## src/rtl/core/nse_ram.sv

```systemverilog
// ----------------------------------------------------------------------------
// nse_ram
// Generic single-write, single-read RAM with registered read data.
// ----------------------------------------------------------------------------
module nse_ram #(
  parameter int WIDTH = 16,
  parameter int DEPTH = 64,
  parameter int AW    = (DEPTH > 1) ? $clog2(DEPTH) : 1
) (
  input  logic             clk,
  input  logic             we,
  input  logic [AW-1:0]    waddr,
  input  logic [WIDTH-1:0] wdata,
  input  logic [AW-1:0]    raddr,
  output logic [WIDTH-1:0] rdata
);

  logic [WIDTH-1:0] mem [DEPTH];

  always_ff @(posedge clk) begin
    if (we) begin
      mem[waddr] <= wdata;
    end
    rdata <= mem[raddr];
  end

endmodule

```

## config.mk

```make
export PLATFORM = sky130hd
export DESIGN_NAME = nse_ram
export DESIGN_NICKNAME = d
export VERILOG_FILES = /design/src/rtl/core/nse_ram.sv
export SDC_FILE = /design/constraint.sdc
export NUM_CORES = 1
export LEC_CHECK = 0
export BUFFER_PORTS_ARGS = -buffer_cell sky130_fd_sc_hd__buf_2
export CAP_MARGIN = 20
export CORE_UTILIZATION = 45
export DETAILED_ROUTE_END_ITERATION = 8
export GPL_TIMING_DRIVEN = 0
export RECOVER_POWER = 25
export SYNTH_ARGS = -nofsm -noshare
export SYNTH_HDL_FRONTEND = slang
export SYNTH_SLANG_ARGS = --single-unit
export TNS_END_PERCENT = 20
```

## constraint.sdc

```tcl
create_clock -name clk -period 4.1 [get_ports clk]
set_clock_uncertainty 0.2 [all_clocks]
set_input_delay 0.82 -clock clk [delete_from_list [all_inputs] [get_ports clk]]
set_output_delay 0.82 -clock clk [all_outputs]
set_load 0.01 [all_outputs]
```

==> summary.md <==
| Metric | Value |
|---|---|
| Status | `finished, violations left` |
| Failing checks | `max-capacitance violations, max-slew violations` |
| Synth async-reset ratio | `0%` |
| Syn_nets | `1859` |
| Sequential-to-total area share from yosys stat | `77.6%` |
| Largest net degree at the start of global routing | `53` |
| Crit Path Max Fanout | `48` |
| Vias per Instance | `5.98` |
| EDFF count, synth | `1024` |
| Routed WL per cell | `31.4 um` |
| CTS tree | `done` |
| Nets | `2070` |
| Routability Congestion | `0.869` |
| Mean area per synthesized cell | `21.9 um2` |
| Die area | `90200 um2` |
| Worst R2R Path Depth | `5` |
| P per Cell Area | `491 nW/um2` |
| Most used cell, CP | `clkbuf_1` |
| Die width | `300 um` |
| I/O Pins | `46` |
| Vias in the first global route | `19800` |
| Congestion Overflow GR | `0` |
| 1st-iter DRT viols | `2167` |
| Root Buffer | `clkbuf_16` |
| Fmax | `0.276 GHz` |
| Non-Filler Instances | `3293` |
| Antenna-violating nets left | `0` |
| Worst slew pin tran | `2.71 ns` |
| Cells after Synth | `1829` |
| Layout cells sized above 1 | `29.9%` |
| Top_reg_cell synth | `edfxtp_1` |
| HP Class | `input port to register` |
| Layout area overhead | `15.7%` |
| CP peak stage delay | `1.97 ns` |
| Final Core Density | `52.5%` |
| CTS buffer count | `106` |
| Via count | `19700` |
| Library cells used by synthesis | `43` |
| Hold Path End | `mem[28][5]` |
| Final-report setup violation count | `0` |
| Cell Area, Synth | `40000 um2` |
| Final Cell Area | `46300 um2` |
| Top-count cell post-synth | `edfxtp_1` |
| Worst path cell trace | `clkbuf_1 -> clkbuf_1` |
| Total Routed Length | `103000 um` |
| Setup crit start kind | `input port` |
| RR Startpoint | `mem[23][15]` |
| Max_slew headroom | `-80.4%` |
| #FFs+latches synth | `1040` |
| Leading post-synthesis cells by cell area | `edfxtp_1, mux4_2, mux2i_1, dfxtp_1, mux2_2` |
| Worst Hold Launch | `wdata[5]` |
| Worst-Skew Late Latency | `0.66 ns` |
| Period utilization | `88.3%` |
| Antenna violations before repair | `3` |
| Hold path depth | `1` |
| Clock sinks | `1040` |
| Buf/Inv on CP | `2` |
| Yosys warns | `0` |
| Worst Path Required | `3.96 ns` |
| Post-synthesis cell type with the largest combined area | `edfxtp_1` |
| CP max-delay cell | `clkbuf_1` |
| Top-area cell type share of the netlist area | `76.8%` |
| Final hold violations | `0` |
| Dpl cell area | `42900 um2` |
| First-pass GRT wire length | `146000 um` |
| Critical path's top delay family | `buffers and inverters` |
| # DRC | `0` |
| # H-tree levels | `3` |
| Post-cts resize count | `0` |
| Global Route Usage Sum | `23.3%` |
| Clock slew at reported path FFs | `0.06 ns` |
| Pins Over Slew Limit | `306` |
| Rows | `109` |
| Leak Pwr | `14.7 nW` |
| Max Root-Sink Buffers | `3` |
| Initial Utilization | `45.4%` |
| Setup CP Type | `input port to register` |
| Power Total | `22.7 mW` |
| Core area | `88200 um2` |
| RSZ-0062 raised after global routing | `false` |
| Fin crit period | `3.62 ns` |
| Detailed-placement wirelength estimate | `70600 um` |
| Pre-antenna DRT Iters | `6` |
| Die height | `300 um` |
| Port Buffers | `38` |
| Maximum VDD drop | `0.350 mV` |
| Hold-fix buffers at CTS | `0` |
| Inst Count DP | `3097` |
| Most frequent cells after synthesis | `edfxtp_1, mux4_2, mux2i_1` |
| Worst R2R End | `rdata[15]` |
| Max_cap viols | `9` |
| Crit path capture type | `register` |
| Minimum setup slack among reg-to-reg paths | `1.32 ns` |
| Worst Path Arrival | `3.48 ns` |
| Post-CTS setup buffer count | `0` |
## sequential cells by signal, indices dropped and copies added (netlist names)
signal	cells
mem	1024
rdata	16
## how the worst max path moves through the flow
stage / startpoint / endpoint / slack, ns / cells after the start
after floorplan: waddr[3] / mem[48][0] / 1.05 / 4
after global placement: waddr[4] / mem[49][1] / -0.16 / 3
after detailed placement: raddr[2] / rdata[3] / 0.21 / 8
after CTS: raddr[2] / rdata[3] / 0.91 / 8
after global routing: wdata[10] / mem[35][10] / 0.41 / 2
final: wdata[2] / mem[45][2] / 0.48 / 2
## cell families after synthesis
family | share of synthesized area (%)
and+or+nand+nor | 2.65
DFF | 77.6
AOI/OAI and AO/OA | 2.41
buffers and inverters | 1.83
muxes | 15.5
## through the flow
stage | worst slack, ns | hold WS (ns) | setup TNS (ns)
after floorplan | 1.05 | 0.550 | 0
after global placement | -0.157 | 0.763 | -6.65
after detailed placement | 0.211 | 0.762 | 0
after CTS | 0.913 | 0.391 | 0
after global routing | 0.414 | 0.590 | 0
final | 0.481 | 0.574 | 0
## metal layers
metal / part of all wire, % / GRT usage (%) / vias up
met5: 0.0068 / 0 / -
met4: 3.1 / 6.95 / 2
met3: 7.7 / 4.57 / 175
met2: 48 / 37.3 / 823
met1: 41 / 32.5 / 10500
li1: - / - / 8131
## where the power goes
part | switching (mW) | total (mW) | internal, mW | leakage, nW
logic | 0.811 | 1.24 | 0.433 | 3.59
registers | 0.0208 | 11.8 | 11.8 | 9.35
clock network | 3.96 | 9.69 | 5.72 | 1.73
## placed cells by master (no fill, tap or decap), types with 14 or more instances in the layout
master / Yosys / layout
a221oi_1: 16 / 16
clkbuf_1: 24 / 54
a21oi_1: 17 / 17
nand2_1: 59 / 59
mux2_2: 27 / 27
nor2_2: 2 / 62
edfxtp_1: 1024 / 1024
bufinv_16: 0 / 14
buf_8: 3 / 42
dfxtp_1: 16 / 16
clkinv_2: 0 / 26
a22oi_1: 39 / 39
nand3_1: 24 / 24
buf_12: 5 / 15
buf_2: 36 / 60
mux2i_1: 85 / 85
buf_4: 13 / 15
clkinv_1: 0 / 26
nor2b_1: 30 / 30
buf_6: 17 / 21
clkbuf_16: 0 / 109
mux4_2: 220 / 220
## area by class of cell
class | instances | area (um2)
diodes | 1 | 2.50
plain buffers | 104 | 733
clock buffers | 121 | 2780
clock inverters | 74 | 714
fillers | 6731 | 41900
multi-input cells | 685 | 8400
flip-flops and latches | 1040 | 31100
well taps | 1165 | 1460
repair buffers | 103 | 1170
(Power assumes the default switching activity.)
